File: src/rtl/core/dmf_pkg.sv
// ============================================================================
// dmf_pkg - shared types and constants of the directional mean filter
// Payload structs, controller commands, state codes, mask tap tables.
// ============================================================================
package dmf_pkg;

  // Frame store geometry
  localparam int MAX_WIDTH   = 256;
  localparam int MAX_HEIGHT  = 256;
  localparam int STORE_DEPTH = MAX_WIDTH * MAX_HEIGHT;
  localparam int ADDR_W      = $clog2(STORE_DEPTH);

  // Field widths
  localparam int PIX_W   = 8;
  localparam int ORI_W   = 8;
  localparam int COORD_W = 8;
  localparam int DIM_W   = 9;
  localparam int DATA_W  = ORI_W + PIX_W;

  // Signed tap position: coordinate plus a small offset
  localparam int POS_W  = COORD_W + 2;
  localparam int PROD_W = COORD_W + DIM_W;

  // Masks and taps
  localparam int NUM_MASKS  = 8;
  localparam int MASK_W     = $clog2(NUM_MASKS);
  localparam int NUM_TAPS   = 9;
  localparam int TAP_W      = $clog2(NUM_TAPS);
  localparam int CNT_W      = $clog2(NUM_TAPS + 1);
  localparam int SUM_W      = $clog2(NUM_TAPS * ((1 << PIX_W) - 1) + 1);
  localparam int OFS_W      = 3;
  localparam int DIV_STEP_W = $clog2(PIX_W);

  // Configuration port
  localparam int PADDR_W    = 3;
  localparam int PDATA_W    = 32;
  localparam int RESET_DIM  = 256;
  localparam logic REG_IDX_WIDTH  = 1'b0;
  localparam logic REG_IDX_HEIGHT = 1'b1;

  // Item kinds
  localparam logic KIND_LOAD    = 1'b0;
  localparam logic KIND_COMPUTE = 1'b1;

  typedef logic signed [OFS_W-1:0] ofs_t;

  typedef struct packed {
    logic             kind;
    logic [PIX_W-1:0] pixel_value;
    logic [ORI_W-1:0] orientation;
  } in_item_t;

  typedef struct packed {
    logic [PIX_W-1:0]   filtered_value;
    logic [COORD_W-1:0] out_row;
    logic [COORD_W-1:0] out_col;
    logic               last;
  } out_item_t;

  typedef struct packed {
    logic [DIM_W-1:0] img_w;
    logic [DIM_W-1:0] img_h;
    logic             restart;
  } cfg_t;

  typedef struct packed {
    logic             load;
    logic             start;
    logic             addr_go;
    logic             center;
    logic [TAP_W-1:0] tap_idx;
    logic             mask_latch;
    logic             div_init;
    logic             div_step;
    logic             out_load;
  } ctl_cmd_t;

  typedef struct packed {
    logic pipe_empty;
    logic out_free;
  } dp_stat_t;

  typedef enum logic [2:0] {
    ST_IDLE,
    ST_CENTER,
    ST_ORI_READ,
    ST_ORI_PICK,
    ST_TAPS,
    ST_DRAIN,
    ST_DIV,
    ST_FINISH
  } state_t;

  // Upper orientation bound (exclusive) of each mask, in degrees
  localparam int DIR_LIMIT [NUM_MASKS] = '{12, 34, 57, 79, 102, 124, 147, 169};

  // Row and column offsets of the nine set taps of each mask
  localparam int TAP_DY [NUM_MASKS][NUM_TAPS] = '{
    '{-1, -1, -1,  0,  0,  0,  1,  1,  1},
    '{-3, -2, -2, -1, -1,  0,  0,  1,  2},
    '{-2, -2, -2,  0,  0,  0,  2,  2,  2},
    '{-2, -2, -2,  0,  0,  0,  2,  2,  2},
    '{-2, -2, -2,  0,  0,  0,  2,  2,  2},
    '{-3, -2, -1, -1,  0,  1,  1,  2,  3},
    '{-2, -2, -2,  0,  0,  0,  2,  2,  2},
    '{-1, -1, -1,  0,  0,  0,  1,  1,  1}
  };

  localparam int TAP_DX [NUM_MASKS][NUM_TAPS] = '{
    '{-2,  0,  2, -2,  0,  2, -2,  0,  2},
    '{-2, -2,  0, -2,  0,  0,  2,  2,  2},
    '{-3, -2, -1, -1,  0,  1,  1,  2,  3},
    '{-2, -1,  0, -1,  0,  1,  0,  1,  2},
    '{-1,  0,  1, -1,  0,  1, -1,  0,  1},
    '{ 1,  1,  0,  1,  0, -1,  0, -1, -1},
    '{ 1,  2,  3, -1,  0,  1, -3, -2, -1},
    '{ 1,  2,  3, -1,  0,  1, -3, -2, -1}
  };

  function automatic ofs_t tap_dy(input logic [MASK_W-1:0] m, input logic [TAP_W-1:0] i);
    return OFS_W'(TAP_DY[m][i]);
  endfunction

  function automatic ofs_t tap_dx(input logic [MASK_W-1:0] m, input logic [TAP_W-1:0] i);
    return OFS_W'(TAP_DX[m][i]);
  endfunction

  // First mask whose bound lies above the orientation; past the last bound wraps to 0
  function automatic logic [MASK_W-1:0] pick_mask(input logic [ORI_W-1:0] o);
    logic [MASK_W-1:0] m;
    logic              found;
    m     = '0;
    found = 1'b0;
    for (int k = 0; k < NUM_MASKS; k++) begin
      if (!found && (o < ORI_W'(DIR_LIMIT[k]))) begin
        m     = MASK_W'(k);
        found = 1'b1;
      end
    end
    return m;
  endfunction

endpackage

File: src/rtl/core/dmf_ctrl.sv
// ============================================================================
// dmf_ctrl - filter sequencer
// Accepts transactions, steps orientation read, tap walk, divide, output.
// ============================================================================
module dmf_ctrl (
  input  logic              clk,
  input  logic              rst_n,
  input  logic              in_valid,
  input  logic              in_kind,
  input  dmf_pkg::dp_stat_t stat,
  output logic              in_stall,
  output dmf_pkg::ctl_cmd_t cmd
);

  dmf_pkg::state_t                state_r, state_nxt;
  logic [dmf_pkg::TAP_W-1:0]      tap_cnt_r, tap_cnt_nxt;
  logic [dmf_pkg::DIV_STEP_W-1:0] div_cnt_r, div_cnt_nxt;

  assign in_stall = (state_r != dmf_pkg::ST_IDLE);

  always_ff @(posedge clk) begin
    if (!rst_n) begin
      state_r   <= dmf_pkg::ST_IDLE;
      tap_cnt_r <= '0;
      div_cnt_r <= '0;
    end else begin
      state_r   <= state_nxt;
      tap_cnt_r <= tap_cnt_nxt;
      div_cnt_r <= div_cnt_nxt;
    end
  end

  // Next state and commands
  always_comb begin
    state_nxt   = state_r;
    tap_cnt_nxt = tap_cnt_r;
    div_cnt_nxt = div_cnt_r;
    cmd         = '0;
    cmd.tap_idx = tap_cnt_r;
    case (state_r)
      dmf_pkg::ST_IDLE: begin
        if (in_valid) begin
          if (in_kind == dmf_pkg::KIND_LOAD) begin
            cmd.load = 1'b1;
          end else begin
            cmd.start = 1'b1;
            state_nxt = dmf_pkg::ST_CENTER;
          end
        end
      end
      dmf_pkg::ST_CENTER: begin
        cmd.addr_go = 1'b1;
        cmd.center  = 1'b1;
        state_nxt   = dmf_pkg::ST_ORI_READ;
      end
      dmf_pkg::ST_ORI_READ: begin
        state_nxt = dmf_pkg::ST_ORI_PICK;
      end
      dmf_pkg::ST_ORI_PICK: begin
        cmd.mask_latch = 1'b1;
        tap_cnt_nxt    = '0;
        state_nxt      = dmf_pkg::ST_TAPS;
      end
      dmf_pkg::ST_TAPS: begin
        cmd.addr_go = 1'b1;
        if (tap_cnt_r == dmf_pkg::TAP_W'(dmf_pkg::NUM_TAPS - 1)) begin
          state_nxt = dmf_pkg::ST_DRAIN;
        end else begin
          tap_cnt_nxt = tap_cnt_r + 1'b1;
        end
      end
      dmf_pkg::ST_DRAIN: begin
        // wait for the last reads to land in the accumulator
        if (stat.pipe_empty) begin
          cmd.div_init = 1'b1;
          div_cnt_nxt  = '0;
          state_nxt    = dmf_pkg::ST_DIV;
        end
      end
      dmf_pkg::ST_DIV: begin
        cmd.div_step = 1'b1;
        if (div_cnt_r == dmf_pkg::DIV_STEP_W'(dmf_pkg::PIX_W - 1)) begin
          state_nxt = dmf_pkg::ST_FINISH;
        end else begin
          div_cnt_nxt = div_cnt_r + 1'b1;
        end
      end
      dmf_pkg::ST_FINISH: begin
        if (stat.out_free) begin
          cmd.out_load = 1'b1;
          state_nxt    = dmf_pkg::ST_IDLE;
        end
      end
      default: begin
        state_nxt = dmf_pkg::ST_IDLE;
      end
    endcase
  end

`ifndef NO_ASSERTIONS
  // A result never overwrites one still waiting at the output
  a_load_free: assert property (@(posedge clk) disable iff (!rst_n)
    cmd.out_load |-> stat.out_free)
    else $error("output register loaded while occupied");

  // No tap read may be in flight once a new transaction can be taken
  a_idle_empty: assert property (@(posedge clk) disable iff (!rst_n)
    (state_r == dmf_pkg::ST_IDLE) |-> stat.pipe_empty)
    else $error("tap pipeline busy in idle");
`endif

endmodule

File: config.mk
export PLATFORM = sky130hd
export DESIGN_NAME = dmf_ctrl
export DESIGN_NICKNAME = d
export VERILOG_FILES = /design/src/rtl/core/dmf_pkg.sv /design/src/rtl/core/dmf_ctrl.sv
export SDC_FILE = /design/constraint.sdc
export NUM_CORES = 1
export LEC_CHECK = 0
export BUFFER_PORTS_ARGS = -buffer_cell sky130_fd_sc_hd__buf_4
export CORE_MARGIN = 2
export CORE_UTILIZATION = 48
export CTS_CLUSTER_DIAMETER = 100
export CTS_CLUSTER_SIZE = 20
export DETAILED_ROUTE_END_ITERATION = 8
export MAX_ROUTING_LAYER = met4
export PLACE_DENSITY = 0.73
export SLEW_MARGIN = 20
export SYNTH_ARGS = -nofsm -noshare
export SYNTH_HDL_FRONTEND = slang
export SYNTH_SLANG_ARGS = --single-unit
File: constraint.sdc
create_clock -name clk -period 1.6 [get_ports clk]
set_input_delay 0.32 -clock clk [delete_from_list [all_inputs] [get_ports clk]]
set_output_delay 0.32 -clock clk [all_outputs]
set_load 0.02 [all_outputs]
### After elaboration in Yosys (flattened, before gate mapping)

Index checks and enable logic that the tools add are counted.

* add/sub/neg operators: 2
* eq/ne operators: 17
* muxes and demuxes: 24
* reductions and logical operators: 8

Operator list (count)
* $mux W3: 8
* $pmux W3 S8: 1
* $ne A2 B2 Y1 const B: 8
* $eq A3 B3 Y1 const B: 5
* $mux W1: 10
* $pmux W4 S2: 1
* $eq A3 B2 Y1 const B: 2
* $pmux W3 S2: 1
* $reduce_and A6 Y1: 1
* $add A4 B1 Y4 const B: 1
* $eq A4 B4 Y1 const B: 1
* $mux W2: 2
* $mux W4: 1
* $reduce_bool A2 Y1: 2
* $add A3 B1 Y3 const B: 1
* $eq A3 B1 Y1 const B: 1
* $logic_not A3 Y1: 1
* $reduce_and A3 Y1: 1
* $reduce_bool A3 Y1: 1
* $reduce_and A2 Y1: 1
* $reduce_or A2 Y1: 1

* bits in registers: 10
* output and inout port bits: 13
* word-level logic and storage cells: 54

### Longest topological paths before layout

* word-level depth: 3
* depth in mapped cells: 5

### Worst setup path after synthesis

Ideal clock, no wire load.

* kind: register to output
* start: reg state_r[0]
* end: out cmd[8] (netlist name)
* arrival: 1218 ps
* data required time: 1280 ps
* setup slack: 62 ps
* stages on the path, launching flop included: 3
* path through: dfxtp_1 -> clkbuf_1 -> nor3b_1

RTL lines
* from (decl): line dmf_ctrl.sv:15 `dmf_pkg::state_t state_r, state_nxt;`
* from (signal assigned): line dmf_ctrl.sv:23 `state_r <= dmf_pkg::ST_IDLE;`
* from (signal assigned): line dmf_ctrl.sv:27 `state_r <= state_nxt;`
* to (decl): line dmf_ctrl.sv:12 `output dmf_pkg::ctl_cmd_t cmd`

==> flow_summary.yaml <==
worst_setup_path:
  required_ns: 1.28
  crit_chain: "buf_6 > nor3_4 > and3_4 > buf_6"
  critPathTopFamily: "simple AND/OR/NAND/NOR gates"
  critPathArrivalTime_ns: 1.25
  crit_slowest_cell: "dfxtp_2"
  worst-path-buf-inv: 2
  cp-end-kind: "output port"
  crit_path_max_fanout: 6
  reg2reg_depth: 5
  critPathMaxStageDelay_ns: 0.34
  r2r_start: "tap_cnt_r[0]$_SDFFE_PN0P_"
  worstReg2RegEnd: "tap_cnt_r[2]$_SDFFE_PN0P_"
  cp-start-kind: "flop"
  regToRegSetupSlack_ns: 0.08
  worstSetupPathType: "flop to output port"
  cp_common_cell: "buf_6"
detailed_routing:
  num_vias: 691
  routed_wl_um: 1540
  ant_nets: 0
  dr.pass1.iters: 4
  wl_per_cell_um: 12.3
  drt_iter0_markers: 26
  drc_errors: 0
  vias_per_cell: 5.53
sta:
  fin_skew_ns: 0.00466
  worstMarginPinSlew_ns: 0.396
  setup_viol: 0
  finalSetupTns_ns: 0
  timing.final.crit_period_ns: 1.57
  setup_ws_ns: 0.0275
  fin_crit_sh: 0.983
  fmax_ghz: 0.636
  slew-limit-headroom: 0.734
  hold_violations: 0
  drv_slew: 0
  rsz0062_at_grt: "true"
  hold_ws_ns: 0.366
synth:
  syn_area_um2: 639
  synth_top_family_by_area: "simple AND/OR/NAND/NOR gates"
  synth.distinct_cells: 30
  ys_seq_area_frac: 0.313
  ys_seq_elements: 10
  synthCells: 80
  synth-main-ff-cell: "dfxtp_1"
  synth.net_count: 90
  synth_warnings: 0
  async_reset_ff_frac: 0
  synth_top_area_frac: 0.313
  synthSimpleGateAreaFrac: 0.327
  synth-xor-area-share: 0.0137
  avgSynthCellArea_um2: 7.99
  muxShareOfSynthArea: 0.0626
  yosys.area_share.adder: 0.0783
  synth_edf_count: 0
  synth_top_area_cell: "dfxtp_1"
  synth_area_leaders: "dfxtp_1, ha_1, mux2i_1, nand2_1, nor3b_1"
  synth_compound_gate_area_share: 0.145
cts:
  cts_tree: "yes"
  htree_num_levels: 1
  cts_buffers: 3
  cts_buffer_depth: 2
  path_clk_slew_ns: 0.07
  cts_sinks: 10
  insertion_delay_ns: 0.27
  cts_root_buffer: "clkbuf_4"
global_routing:
  grt_pass1_vias: 498
  antenna_found_initial: 0
  gr-total-overflow: 0
  grt_max_degree: 16
  grt_pass1_wl_um: 2080
  track_usage: 0.201
final_layout:
  sequential_cell_area_um2: 203
  final_core_util: 0.742
  multi_input_area_um2: 419
  design_area_um2: 941
  nets: 121
  diodes: 0
  fin_cells: 125
  nFillCells: 92
  syn2layout_area_growth_pct: 47.2
  drive_gt1_frac: 0.364
hold_path:
  hold_class: "input pin to flop"
  min_to: "tap_cnt_r[3]$_SDFFE_PN0P_"
  hold_depth: 3
  worstHoldStart: "rst_n"
floorplan:
  ios: 19
  die_w_um: 40.5
  dieHeight_um: 40.5
  initial_core_util: 0.504
  dieArea_mm2: 0.00164
  core_area_mm2: 0.00127
  rows: 13
place:
  port_buffers: 18
  dpl.hpwl_um: 953
  globalplace.congestion: 0.726
  post-place-ws_ns: 0.0928
  placed_area_um2: 803
  post-place-cells: 112
pwr:
  peakVddDrop_v: 0.000428
  power_mw: 0.660
  power_leakage_nw: 0.457
  power_density_mw_per_mm2: 702
status:
  outcome: "complete, no violations"
job:
  maxCapViolations: 0
cell usage in the layout, fill, tap and decap left out, types with 2 or more instances in the layout:
master	count
and3b_1	2
o21ai_0	3
buf_4	26
mux2i_1	4
nand2b_1	3
or3b_1	2
a21oi_1	4
o211ai_1	2
o21ai_1	2
nor2_1	4
inv_1	5
a21boi_1	2
nor3b_1	3
ha_1	4
dfxtp_2	2
dfxtp_1	8
clkbuf_4	3
nand2_1	10
and4b_1	2
or3_1	2
buf_6	4
cells by family after synthesis:
kind of cell	count (synthesis)
AND/OR/NAND/NOR	36
AO/OA/AOI/OAI	15
multiplexers	4
XOR/XNOR	1
adder cells (fa/ha/maj)	4
flip-flops	10
buffers and inverters	10
report_power, final:
part	internal [mW]	switching [mW]	total, mW
clock network	0.138	0.0926	0.231
logic	0.0870	0.0812	0.168
registers	0.256	0.00547	0.261
total	0.481	0.179	0.660
routing by layer:
metal | track usage | share of wire | up-vias
li1 | - | - | 344
met1 | 0.238 | 0.45 | 319
met2 | 0.313 | 0.50 | 26
met3 | 0.0500 | 0.038 | 2
met4 | 0.100 | 0.0039 | 0
met5 | - | 0 | -
cell type report:
| cell class | instances | area share |
|---|---|---|
| multi-input combinational | 60 | 0.445 |
| timing repair buffer | 31 | 0.261 |
| sequential | 10 | 0.215 |
| clock buffer | 4 | 0.0386 |
| inverter | 5 | 0.0199 |
| tap | 15 | 0.0199 |
state kept, by name, indices dropped and copies added, names as in the netlist:
register	cells
div_cnt_r	3
state_r	3
tap_cnt_r	4
synth_stat cells (2+ instances only):
| cell type | number |
|---|---|
| or3_1 | 2 |
| clkbuf_1 | 3 |
| mux2i_1 | 4 |
| and3b_1 | 2 |
| nand2_1 | 10 |
| o211ai_1 | 2 |
| a21oi_1 | 4 |
| nand2b_1 | 3 |
| o21ai_0 | 3 |
| and4b_1 | 2 |
| inv_1 | 5 |
| a21boi_1 | 2 |
| o21ai_1 | 2 |
| dfxtp_1 | 10 |
| nor3b_1 | 3 |
| ha_1 | 4 |
| nor2_1 | 5 |
| or3b_1 | 2 |
worst max-delay path by stage:
stage	slack, ns	cells after the start	endpoint	start
detailed placement	0.09	5	tap_cnt_r[2]$_SDFFE_PN0P_	tap_cnt_r[0]$_SDFFE_PN0P_
global route	-0.02	5	cmd[11]	state_r[0]$_SDFFE_PN0P_
CTS	0.007	4	cmd[10]	state_r[1]$_SDFFE_PN0P_
global placement	0.13	5	tap_cnt_r[2]$_SDFFE_PN0P_	tap_cnt_r[0]$_SDFFE_PN0P_
finish	0.03	4	cmd[10]	state_r[0]$_SDFFE_PN0P_
floorplan	0.06	2	cmd[8]	state_r[0]$_SDFFE_PN0P_
worst min-delay path, stage by stage:
cell     delay, ns
buf_4         0.15
nand2_1       0.08
a21oi_1       0.04
timing repair:
action	CTS	global route
setup buffers	0	8
setup endpoints to repair	2	5
gates resized for setup	2	8
gates cloned	0	1
hold buffers	0	0
pin swaps	0	2
Note: power is estimated with default switching activity, not from simulation.
