$ cat src/rtl/core/dmf_pkg.sv
// ============================================================================
// dmf_pkg - shared types and constants of the directional mean filter
// Payload structs, controller commands, state codes, mask tap tables.
// ============================================================================
package dmf_pkg;

  // Frame store geometry
  localparam int MAX_WIDTH   = 256;
  localparam int MAX_HEIGHT  = 256;
  localparam int STORE_DEPTH = MAX_WIDTH * MAX_HEIGHT;
  localparam int ADDR_W      = $clog2(STORE_DEPTH);

  // Field widths
  localparam int PIX_W   = 8;
  localparam int ORI_W   = 8;
  localparam int COORD_W = 8;
  localparam int DIM_W   = 9;
  localparam int DATA_W  = ORI_W + PIX_W;

  // Signed tap position: coordinate plus a small offset
  localparam int POS_W  = COORD_W + 2;
  localparam int PROD_W = COORD_W + DIM_W;

  // Masks and taps
  localparam int NUM_MASKS  = 8;
  localparam int MASK_W     = $clog2(NUM_MASKS);
  localparam int NUM_TAPS   = 9;
  localparam int TAP_W      = $clog2(NUM_TAPS);
  localparam int CNT_W      = $clog2(NUM_TAPS + 1);
  localparam int SUM_W      = $clog2(NUM_TAPS * ((1 << PIX_W) - 1) + 1);
  localparam int OFS_W      = 3;
  localparam int DIV_STEP_W = $clog2(PIX_W);

  // Configuration port
  localparam int PADDR_W    = 3;
  localparam int PDATA_W    = 32;
  localparam int RESET_DIM  = 256;
  localparam logic REG_IDX_WIDTH  = 1'b0;
  localparam logic REG_IDX_HEIGHT = 1'b1;

  // Item kinds
  localparam logic KIND_LOAD    = 1'b0;
  localparam logic KIND_COMPUTE = 1'b1;

  typedef logic signed [OFS_W-1:0] ofs_t;

  typedef struct packed {
    logic             kind;
    logic [PIX_W-1:0] pixel_value;
    logic [ORI_W-1:0] orientation;
  } in_item_t;

  typedef struct packed {
    logic [PIX_W-1:0]   filtered_value;
    logic [COORD_W-1:0] out_row;
    logic [COORD_W-1:0] out_col;
    logic               last;
  } out_item_t;

  typedef struct packed {
    logic [DIM_W-1:0] img_w;
    logic [DIM_W-1:0] img_h;
    logic             restart;
  } cfg_t;

  typedef struct packed {
    logic             load;
    logic             start;
    logic             addr_go;
    logic             center;
    logic [TAP_W-1:0] tap_idx;
    logic             mask_latch;
    logic             div_init;
    logic             div_step;
    logic             out_load;
  } ctl_cmd_t;

  typedef struct packed {
    logic pipe_empty;
    logic out_free;
  } dp_stat_t;

  typedef enum logic [2:0] {
    ST_IDLE,
    ST_CENTER,
    ST_ORI_READ,
    ST_ORI_PICK,
    ST_TAPS,
    ST_DRAIN,
    ST_DIV,
    ST_FINISH
  } state_t;

  // Upper orientation bound (exclusive) of each mask, in degrees
  localparam int DIR_LIMIT [NUM_MASKS] = '{12, 34, 57, 79, 102, 124, 147, 169};

  // Row and column offsets of the nine set taps of each mask
  localparam int TAP_DY [NUM_MASKS][NUM_TAPS] = '{
    '{-1, -1, -1,  0,  0,  0,  1,  1,  1},
    '{-3, -2, -2, -1, -1,  0,  0,  1,  2},
    '{-2, -2, -2,  0,  0,  0,  2,  2,  2},
    '{-2, -2, -2,  0,  0,  0,  2,  2,  2},
    '{-2, -2, -2,  0,  0,  0,  2,  2,  2},
    '{-3, -2, -1, -1,  0,  1,  1,  2,  3},
    '{-2, -2, -2,  0,  0,  0,  2,  2,  2},
    '{-1, -1, -1,  0,  0,  0,  1,  1,  1}
  };

  localparam int TAP_DX [NUM_MASKS][NUM_TAPS] = '{
    '{-2,  0,  2, -2,  0,  2, -2,  0,  2},
    '{-2, -2,  0, -2,  0,  0,  2,  2,  2},
    '{-3, -2, -1, -1,  0,  1,  1,  2,  3},
    '{-2, -1,  0, -1,  0,  1,  0,  1,  2},
    '{-1,  0,  1, -1,  0,  1, -1,  0,  1},
    '{ 1,  1,  0,  1,  0, -1,  0, -1, -1},
    '{ 1,  2,  3, -1,  0,  1, -3, -2, -1},
    '{ 1,  2,  3, -1,  0,  1, -3, -2, -1}
  };

  function automatic ofs_t tap_dy(input logic [MASK_W-1:0] m, input logic [TAP_W-1:0] i);
    return OFS_W'(TAP_DY[m][i]);
  endfunction

  function automatic ofs_t tap_dx(input logic [MASK_W-1:0] m, input logic [TAP_W-1:0] i);
    return OFS_W'(TAP_DX[m][i]);
  endfunction

  // First mask whose bound lies above the orientation; past the last bound wraps to 0
  function automatic logic [MASK_W-1:0] pick_mask(input logic [ORI_W-1:0] o);
    logic [MASK_W-1:0] m;
    logic              found;
    m     = '0;
    found = 1'b0;
    for (int k = 0; k < NUM_MASKS; k++) begin
      if (!found && (o < ORI_W'(DIR_LIMIT[k]))) begin
        m     = MASK_W'(k);
        found = 1'b1;
      end
    end
    return m;
  endfunction

endpackage

$ cat src/rtl/core/dmf_regs.sv
// ============================================================================
// dmf_regs - configuration registers
// APB-style write/read of frame width and height; clamped sizes out.
// ============================================================================
module dmf_regs (
  input  logic                          clk,
  input  logic                          rst_n,
  input  logic                          psel,
  input  logic                          penable,
  input  logic                          pwrite,
  input  logic [dmf_pkg::PADDR_W-1:0]   paddr,
  input  logic [dmf_pkg::PDATA_W-1:0]   pwdata,
  output logic [dmf_pkg::PDATA_W-1:0]   prdata,
  output logic                          pready,
  output dmf_pkg::cfg_t                 cfg
);

  logic [dmf_pkg::DIM_W-1:0] width_r, width_nxt;
  logic [dmf_pkg::DIM_W-1:0] height_r, height_nxt;
  logic                      wr_en;
  logic                      reg_idx;

  // Zero acts as one, anything past the store limit acts as the limit
  function automatic logic [dmf_pkg::DIM_W-1:0] clamp_dim(input logic [dmf_pkg::DIM_W-1:0] v,
                                                          input int lim);
    logic [dmf_pkg::DIM_W-1:0] r;
    r = v;
    if (v == '0) begin
      r = dmf_pkg::DIM_W'(1);
    end else if (v > dmf_pkg::DIM_W'(lim)) begin
      r = dmf_pkg::DIM_W'(lim);
    end
    return r;
  endfunction

  assign wr_en   = psel & penable & pwrite;
  assign reg_idx = paddr[dmf_pkg::PADDR_W-1];
  assign pready  = 1'b1;

  // Write decode
  always_comb begin
    width_nxt  = width_r;
    height_nxt = height_r;
    if (wr_en) begin
      case (reg_idx)
        dmf_pkg::REG_IDX_WIDTH:  width_nxt  = pwdata[dmf_pkg::DIM_W-1:0];
        dmf_pkg::REG_IDX_HEIGHT: height_nxt = pwdata[dmf_pkg::DIM_W-1:0];
        default: ;
      endcase
    end
  end

  always_ff @(posedge clk) begin
    if (!rst_n) begin
      width_r  <= dmf_pkg::DIM_W'(dmf_pkg::RESET_DIM);
      height_r <= dmf_pkg::DIM_W'(dmf_pkg::RESET_DIM);
    end else begin
      width_r  <= width_nxt;
      height_r <= height_nxt;
    end
  end

  // Read mux
  always_comb begin
    case (reg_idx)
      dmf_pkg::REG_IDX_WIDTH:  prdata = dmf_pkg::PDATA_W'(width_r);
      dmf_pkg::REG_IDX_HEIGHT: prdata = dmf_pkg::PDATA_W'(height_r);
      default:                 prdata = '0;
    endcase
  end

  // Any write restarts load and output positions
  assign cfg.img_w   = clamp_dim(width_r, dmf_pkg::MAX_WIDTH);
  assign cfg.img_h   = clamp_dim(height_r, dmf_pkg::MAX_HEIGHT);
  assign cfg.restart = wr_en;

endmodule

$ cat config.mk
export PLATFORM = sky130hd
export DESIGN_NAME = dmf_regs
export DESIGN_NICKNAME = d
export VERILOG_FILES = /design/src/rtl/core/dmf_pkg.sv /design/src/rtl/core/dmf_regs.sv
export SDC_FILE = /design/constraint.sdc
export NUM_CORES = 1
export LEC_CHECK = 0
export BUFFER_PORTS_ARGS = -buffer_cell sky130_fd_sc_hd__buf_2
export CORE_MARGIN = 2
export CORE_UTILIZATION = 35
export CTS_BUF_LIST = sky130_fd_sc_hd__clkbuf_16
export DETAILED_ROUTE_END_ITERATION = 8
export GPL_TIMING_DRIVEN = 1
export PLACE_DENSITY = 0.79
export SYNTH_ARGS = -nofsm -noshare
export SYNTH_HDL_FRONTEND = slang
export SYNTH_SLANG_ARGS = --single-unit
$ cat constraint.sdc
create_clock -name clk -period 1.86 [get_ports clk]
set_clock_uncertainty 0.15 [all_clocks]
set_input_delay 0.372 -clock clk [delete_from_list [all_inputs] [get_ports clk]]
set_output_delay 0.372 -clock clk [all_outputs]
set_load 0.02 [all_outputs]
# After elaboration in Yosys (flattened, before gate mapping)
# Index checks and enable logic that the tools add are counted.
# W data, S select, Z words.
# classes
reduce_logical,4
bitwise_logic,3
n_lt_le_gt_ge,2
n_mux,5
# op_table
cell,count
$pmux W32 S2,1
$mux W9,4
$gt A9 B9 Y1 const B,2
$logic_not A9 Y1,2
$reduce_and A2 Y1,2
$and A1 B1 Y1,2
$not A1 Y1,1
# totals
input_bits,40
wordCells,16
regBits,18

# Depth between registers and ports, before layout
# Gate-level depths: netlist of run 1.
# logic_depth
depth_word,3
ltp_mapped,4

# Worst setup path after synthesis of run 1
# OpenSTA, ideal clock, no wires.
# synth_timing
path_type,register to output
start,register width_r[4] in the netlist's numbering
end,output port cfg[10] in the netlist's numbering
arrival_time_ns,1.066
stages_incl_launch_ff,3
slack_ns,0.272
path_cell_list,dfxtp_1 > or4_4 > o22ai_2
# synth_lines
element,line,source
"start, declared",dmf_regs.sv:18,"logic [dmf_pkg::DIM_W-1:0] width_r, width_nxt;"
"start signal, assigned",dmf_regs.sv:55,width_r <= dmf_pkg::DIM_W'(dmf_pkg::RESET_DIM);
"start signal, assigned",dmf_regs.sv:58,width_r <= width_nxt;
"end, declared",dmf_regs.sv:15,output dmf_pkg::cfg_t cfg

==> impl_metrics.yaml, run 1 <==
logic_synthesis:
  ys_seq_elements: 18
  synthesis.area_um2: 1180
  synthDistinctLibCells: 18
  ys_seq_area_frac: 0.3054
  synthCells: 135
  ys_warn_count: 0
  synth.avg_cell_area_um2: 8.740
floorplan:
  die_y_um: 62.06
  initial_core_util: 0.3592
  ios: 92
  die_area_um2: 3851
  die-width_um: 62.06
  rows: 21
  core_um2: 3284
routing:
  wire_per_inst_um: 11.42
  num_vias: 967
  drcViolationCount: 0
  drtPass1Iterations: 4
  postRouteAntennaNets: 0
  dr.first_iter.drc_count: 11
  wl_um: 2559
  vias_per_cell: 4.317
critical_path:
  critPathMaxStageDelay_ns: 0.54
  worstPathBufferInverterCount: 1
  critical_path_class: "reg -> out"
  critPathMaxFanout: 2
  path_cells: "or4_4, o22ai_4, buf_6"
  cpLargestDelayFamily: "simple AND/OR/NAND/NOR gates"
  startpoint_type: "flip-flop"
  cp-end-kind: "output port"
  crit_arrival_ns: 1.38
  slowest_stage: "or4_4"
  required_ns: 1.34
power_and_ir_drop:
  p_total_mw: 0.9765
  leakage_nw: 0.7889
  power_density_nw_per_um2: 655.3
  ir_worst_vdd_mv: 0.3532
cells_and_area:
  area_growth_pct: 26.30
  utilization: 0.4537
  final_common_cell: "buf_2"
  drive_above_1_share: 0.4382
  diodes: 0
  mostFrequentLayoutCells: "buf_2, nand2_1, conb_1"
  final_nets: 220
clock_tree:
  cts_tree: "done"
  htreeDepth: 1
  clkSinkCount: 18
  numCtsBuffers: 3
  cts_buffer_depth: 2
  path_clk_slew_ns: 0.05
  clk_latency_ns: 0.25
  cts-root-buf: "clkbuf_16"
place:
  routabilityCongestion: 0.7437
  dpl_worst_slack_ns: 0.1659
  io_buffers: 42
  place_hpwl_um: 1846
global_routing:
  grt_max_degree: 23
  grt_antenna_before_repair: 0
  gr-usage-all-layers: 0.1414
  grt_pass1_vias: 809
  grt_pass1_wl_um: 3829
  grt_overflow: 0
timing:
  fin_crit_ns: 1.903
  timing.fmax_mhz: 525.4
  setup_viol: 2
  whs_ns: 0.2390
  fin_setup_tns_ns: -0.07523
  period_share: 1.023
  fin_ws_ns: -0.04317
  hold_viol_final: 0
  slew_viol_final: 0
  rsz0062_at_grt: "true"
run:
  drv_cap: 0
worst_hold_path:
  hp-class: "in -> reg"
outcome:
  status: "finished with violations"
  violations: "negative setup slack"
## registers in the layout (all words and copies together), names as in the netlist
| name | flops |
|---|---|
| height_r | 9 |
| width_r | 9 |
## per-stage QoR
| step | cells | cell area, µm² |
|---|---|---|
| 2_1_floorplan | 157 | 1262 |
| 6_report | 224 | 1490 |
| 5_1_grt | 224 | 1490 |
| 3_5_place_dp | 215 | 1333 |
| 4_1_cts | 222 | 1473 |
| 3_3_place_gp | 215 | 1333 |
## repair_timing
item / 4_1_cts / 5_1_grt
setup buffers: 4 / 2
endpoints found under the setup margin: 2 / 2
gates resized for setup: 13 / 2
hold buffers: 0 / 0
pin swaps: 5 / 2
## cell families (layout without fill, tap and decap cells)
| group | Yosys count | count (layout) | synth area share |
|---|---|---|---|
| other | 2 | 24 | 0.006365 |
| muxes | 26 | 26 | 0.2291 |
| and+or+nand+nor | 49 | 49 | 0.2280 |
| DFF | 18 | 18 | 0.3054 |
| buffers and inverters | 37 | 58 | 0.2057 |
| AOI/OAI and AO/OA | 3 | 3 | 0.02544 |
## where the power goes
group	switching (mW)	total (mW)	internal, mW
combinational	0.0964	0.146	0.0500
sequential	0.00671	0.402	0.395
clock	0.145	0.428	0.283
total	0.248	0.977	0.728
## layer usage
layer	up-vias	share of wire	global-route usage
li1	476	-	-
met1	445	0.45	0.1776
met2	41	0.47	0.2262
met3	5	0.070	0.03727
met4	0	0.018	0.06383
met5	-	0	0
## worst register-to-register path, delay by kind of cell (launching register included)
family / cells / cell delay [ns]
buf+inv: 1 / 0.19
flops: 1 / 0.33
mux: 1 / 0.10
simple gates: 1 / 0.19
## cell type report
cell class / count / area [µm²]
fillers: 334 / 1794
multi-input cells: 102 / 674.4
flip-flops and latches: 18 / 370.4
repair buffers: 53 / 305.3
clock buffers: 3 / 75.07
well taps: 46 / 57.56
inverters: 2 / 7.507
## synth_stat cells
cell type / count / area share
or4_1: 2 / 0.013
inv_1: 2 / 0.0064
nand2_1: 25 / 0.080
clkbuf_1: 4 / 0.013
nand4_1: 1 / 0.0053
o21ai_0: 1 / 0.0042
mux2i_1: 18 / 0.15
and4b_1: 1 / 0.0085
o22ai_2: 2 / 0.021
conb_1: 2 / 0.0064
mux2_2: 8 / 0.076
buf_4: 26 / 0.17
dfxtp_1: 18 / 0.31
and3_1: 1 / 0.0053
and2b_1: 7 / 0.045
or4_4: 2 / 0.019
buf_2: 5 / 0.021
nor2b_1: 10 / 0.053
## worst paths after layout
kind / start / slack, ns / to / depth (start not counted)
min reg2reg: width_r[5] / 0.33 / width_r[5] / 2
max: width_r[8] / -0.04 / cfg[10] / 3
min: pwdata[5] / 0.24 / width_r[5] / 3
max reg2reg: width_r[8] / 0.83 / width_r[8] / 3
No activity file was read; power rests on OpenSTA's default activity.
==> run 2, diff against run 1 <==
--- a/config.mk
+++ b/config.mk
@@ -6,6 +6,7 @@
 export NUM_CORES = 1
 export LEC_CHECK = 0
 export BUFFER_PORTS_ARGS = -buffer_cell sky130_fd_sc_hd__buf_2
+export CORE_ASPECT_RATIO = 0.75
 export CORE_MARGIN = 2
 export CORE_UTILIZATION = 35
 export CTS_BUF_LIST = sky130_fd_sc_hd__clkbuf_16
==> run 2 against run 1 <==
The flow still finishes with violations (negative setup slack). Worst setup slack got worse by 0.00090 ns. Design area decreased by 2.5%. Critical path depth unchanged. First-iteration DRC count increased to 5.2 times the previous value. Critical endpoint is now cfg[1]. Combinational power decreased by 3%. Clock power decreased by 2%. Highest routed layer is now met3. Fmax about the same. Largest cell class unchanged. Via count decreased by 3.5%. Register-to-register slack about the same. Clock-buffer cell count unchanged. Sequential share of layout area increased by 0.38 points.
==> impl_metrics.yaml, run 2 (synthesized netlist as in run 1, its figures left out) <==
global_routing:
  grt_max_degree: 28
  grt_pass1_vias: 762
  met1_usage: 0.1758
  grt_overflow: 0
  grt_use_met2: 0.1963
  gr-usage-all-layers: 0.1273
  gr-usage-met3: 0.02947
  grt_pass1_wl_um: 3684
  grt_antenna_before_repair: 0
  busiest_layer: "met2"
worst_hold_path:
  worstHoldStart: "pwdata[5]"
  hp-class: "in -> reg"
routing:
  drtPass1Iterations: 6
  wire_per_inst_um: 11.77
  dr.first_iter.drc_count: 57
  wl_um: 2531
  vias_per_cell: 4.340
  postRouteAntennaNets: 0
  num_vias: 933
  drcViolationCount: 0
cells_and_area:
  instances_no_fill: 215
  mostFrequentLayoutCells: "buf_2, nand2_1, conb_1"
  area_growth_pct: 23.12
  final_cell_area_um2: 1453
  reg_top3: "height_r: 9 flops, width_r: 9 flops"
  nFillCells: 345
  multi_input_area_um2: 674.4
  final_common_cell: "buf_2"
  final_nets: 216
  diodes: 0
  seq_area_um2: 366.6
  drive_above_1_share: 0.4057
critical_path:
  critPathMaxFanout: 2
  required_ns: 1.34
  critical_path_class: "reg -> out"
  r2r-start: "height_r[8]"
  startpoint_type: "flip-flop"
  cp-end-kind: "output port"
  r2r_setup_slack_ns: 0.84
  reg2regPathDepth: 3
  startpoint: "height_r[2]"
  crit_arrival_ns: 1.38
  worstReg2RegEnd: "height_r[8]"
  crit_end: "cfg[1]"
clock_tree:
  cts-root-buf: "clkbuf_16"
  cts_buffer_depth: 2
  clk_latency_ns: 0.24
  path_clk_slew_ns: 0.05
  numCtsBuffers: 3
  cts_tree: "done"
  holdBufCountCts: 0
  htreeDepth: 1
  clkSinkCount: 18
outcome:
  violations: "negative setup slack"
  status: "finished with violations"
floorplan:
  die_y_um: 54.28
  die_area_um2: 3856
  ios: 92
  core_um2: 3266
  initial_core_util: 0.3613
  rows: 18
  die-width_um: 71.05
power_and_ir_drop:
  power_density_nw_per_um2: 664.7
  ir_worst_vdd_mv: 0.3073
  leakage_nw: 0.7670
timing:
  fin_ws_ns: -0.04407
  period_share: 1.024
  fin_crit_ns: 1.904
  hold_viol_final: 0
  rsz0062_at_grt: "true"
  setup_viol: 2
  whs_ns: 0.2438
  slew_viol_final: 0
  timing.fmax_mhz: 525.2
place:
  dpl_cell_area_um2: 1325
  dp.cells: 209
  place_hpwl_um: 1919
  routabilityCongestion: 0.6913
  io_buffers: 42
run:
  drv_cap: 0
-- run 2: cell count changes in the layout (fill, tap and decap cells not counted) --
cell,delta
dfxtp_2,-3
clkinv_1,+1
buf_4,-4
dfxtp_1,+3
-- run 2: area by class of cell --
cell class	instances	area share
clock inverter	1	0.002584
multi-input combinational	102	0.4643
tap	40	0.03445
sequential	18	0.2524
timing repair buffer	49	0.1895
inverter	2	0.005168
clock buffer	3	0.05168
-- run 2: per-stage QoR --
| stage | worst slack (ns) | setup TNS [ns] | util | power, mW |
|---|---|---|---|---|
| after floorplan | 0.2724 | 0 | - | 0.5533 |
| after global placement | 0.1855 | 0 | 0.4057 | 0.5449 |
| after detailed placement | 0.1620 | 0 | 0.4057 | 0.5464 |
| after CTS | -0.06165 | -0.08532 | 0.4448 | 0.9736 |
| after global routing | -0.07813 | -0.1344 | 0.4448 | 1.011 |
| final | -0.04407 | -0.06629 | 0.4448 | 0.9655 |
-- run 2: how the worst min path moves through the flow --
stage / end / slack (ns) / depth (start not counted)
global route: width_r[5] / 0.25 / 3
CTS: height_r[8] / 0.24 / 3
global placement: width_r[0] / 0.29 / 2
detailed placement: width_r[0] / 0.31 / 2
floorplan: width_r[0] / 0.28 / 2
finish: width_r[5] / 0.24 / 3
-- run 2: where the power goes --
| group | switching, mW | internal, mW |
|---|---|---|
| Sequential | 0.00756 | 0.395 |
| Clock | 0.135 | 0.285 |
| Combinational | 0.0954 | 0.0471 |
-- run 2: timing repair --
| action | CTS | global route |
|---|---|---|
| setup buffers | 2 | 0 |
| pin swaps | 4 | 0 |
| setup endpoints to repair | 2 | 2 |
| gates resized for setup | 12 | 0 |
-- run 2: worst max-delay path, stage by stage (launching register included) --
cell	delay (ns)
dfxtp_1	0.31
or4_4	0.55
o22ai_4	0.14
buf_6	0.14
-- run 2: per-layer routing --
layer  share of wire  routed length [µm]
met1            0.45                1147
met2            0.49                1229
met3           0.061                 154
met4               0                   0
met5               0                   0
==> run 3, diff against run 2 <==
--- a/config.mk
+++ b/config.mk
@@ -6,13 +6,12 @@
 export NUM_CORES = 1
 export LEC_CHECK = 0
 export BUFFER_PORTS_ARGS = -buffer_cell sky130_fd_sc_hd__buf_2
-export CORE_ASPECT_RATIO = 0.75
 export CORE_MARGIN = 2
 export CORE_UTILIZATION = 35
 export CTS_BUF_LIST = sky130_fd_sc_hd__clkbuf_16
 export DETAILED_ROUTE_END_ITERATION = 8
 export GPL_TIMING_DRIVEN = 1
-export PLACE_DENSITY = 0.79
+export PLACE_DENSITY = 0.78
 export SYNTH_ARGS = -nofsm -noshare
 export SYNTH_HDL_FRONTEND = slang
 export SYNTH_SLANG_ARGS = --single-unit
==> run 3 against run 2 <==
The run still ends with negative setup slack left. Die area fell by 0.13%. Clock-buffer cell count did not move. Critical path depth did not move. Flip-flop and latch count did not move. Power fell by 1.1%. Via count fell by 0.96%. Worst setup slack improved by 0.011 ns. First-iteration DRC count fell by 72%. Sequential power barely moved. Critical path type unchanged. Largest cell class unchanged. Highest routed layer unchanged.
==> impl_metrics.yaml, run 3 (synthesized netlist as in run 1, its figures left out) <==
outcome:
  status: "finished with violations"
  violations: "negative setup slack"
critical_path:
  worstPathBufferInverterCount: 1
  cp-end-kind: "output port"
  startpoint: "height_r[5]"
  r2r-start: "width_r[8]"
  startpoint_type: "flip-flop"
  path_cells: "or4_4, o22ai_2, buf_6"
  cp.depth: 3
  critPathMaxFanout: 4
  critical_path_class: "reg -> out"
  slowest_stage: "or4_4"
  cpLargestDelayFamily: "simple AND/OR/NAND/NOR gates"
  critPathMaxStageDelay_ns: 0.54
  reg2regPathDepth: 3
  r2r_setup_slack_ns: 0.84
  crit_arrival_ns: 1.37
  required_ns: 1.34
clock_tree:
  holdBufCountCts: 0
  htreeDepth: 1
  clkSinkCount: 18
  clk_latency_ns: 0.24
  cts_tree: "done"
  cts-root-buf: "clkbuf_16"
  numCtsBuffers: 3
  cts_buffer_depth: 2
  path_clk_slew_ns: 0.05
cells_and_area:
  final_cell_area_um2: 1455
  mostFrequentLayoutCells: "buf_2, nand2_1, conb_1"
  nFillCells: 339
  area_growth_pct: 23.33
  drive_above_1_share: 0.4057
  final_nets: 217
  diodes: 0
  final_common_cell: "buf_2"
  seq_area_um2: 365.4
  instances_no_fill: 221
  reg_top3: "height_r: 9 flops, width_r: 9 flops"
  multi_input_area_um2: 666.9
  utilization: 0.4430
timing:
  whs_ns: 0.2454
  slew_viol_final: 0
  fin_ws_ns: -0.03331
  setup_viol: 2
  period_share: 1.018
  fin_crit_ns: 1.893
  timing.fmax_mhz: 528.2
  rsz0062_at_grt: "true"
  hold_viol_final: 0
routing:
  vias_per_cell: 4.181
  postRouteAntennaNets: 0
  wire_per_inst_um: 11.21
  wl_um: 2477
  drtPass1Iterations: 4
  num_vias: 924
  dr.first_iter.drc_count: 16
  drcViolationCount: 0
place:
  io_buffers: 42
  dp.cells: 215
  dpl_cell_area_um2: 1333
  place_hpwl_um: 1849
  routabilityCongestion: 0.7402
global_routing:
  grt_overflow: 0
  grt_pass1_vias: 847
  gr-usage-all-layers: 0.1302
  grt_max_degree: 28
  grt_pass1_wl_um: 3726
  grt_antenna_before_repair: 0
floorplan:
  initial_core_util: 0.3592
  die_area_um2: 3851
  core_um2: 3284
  ios: 92
  die-width_um: 62.06
  die_y_um: 62.06
  rows: 21
run:
  drv_cap: 0
power_and_ir_drop:
  ir_worst_vdd_mv: 0.3406
  leakage_nw: 0.7705
  p_total_mw: 0.9547
  power_density_nw_per_um2: 656.1
worst_hold_path:
  hold_path_depth: 3
  worstHoldStart: "pwdata[7]"
  hp-class: "in -> reg"
[run 3: cell count changes in the layout (fill, tap and decap cells not counted), sizes merged]
cell	before	now
clkinv	1	0
buf	49	50
[run 3: cell type report]
type                    count  share of cell area
multi-input cells         102              0.4583
clock buffers               3             0.05159
repair buffers             50              0.1943
well taps                  46             0.03955
flip-flops and latches     18              0.2511
inverters                   2            0.005159
[run 3: worst min-delay path, cell delays in order]
cell	delay [ns]
buf_2	0.09
nand2_1	0.06
mux2i_1	0.06
[run 3: power by group]
group	total, mW	switching (mW)	internal [mW]
clock	0.410	0.128	0.282
combinational	0.143	0.0955	0.0471
sequential	0.402	0.00680	0.395
total	0.955	0.230	0.724
[run 3: final timing paths]
kind | endpoint
worst max register to register | width_r[8]
worst max-delay path | cfg[1]
worst min register to register | width_r[0]
worst min-delay path | height_r[7]
[run 3: stage by stage]
| step | setup WS [ns] | setup TNS, ns |
|---|---|---|
| 3_5_place_dp | 0.1734 | 0 |
| 2_1_floorplan | 0.2724 | 0 |
| 5_1_grt | -0.07224 | -0.1215 |
| 3_3_place_gp | 0.1724 | 0 |
| 4_1_cts | -0.04492 | -0.05438 |
| 6_report | -0.03331 | -0.04366 |
[run 3: routing by layer]
| metal | global-route usage | part of all wire | vias to the layer above |
|---|---|---|---|
| met5 | 0 | 0 | - |
| met4 | 0.02736 | 0 | 0 |
| met3 | 0.03106 | 0.073 | 0 |
| met2 | 0.2247 | 0.48 | 38 |
| met1 | 0.1646 | 0.45 | 414 |
| li1 | - | - | 472 |
[run 3: timing repair]
action,CTS,global route
endpoints found under the setup margin,2,2
pin swaps,5,0
setup buffers,3,0
gates resized for setup,10,0
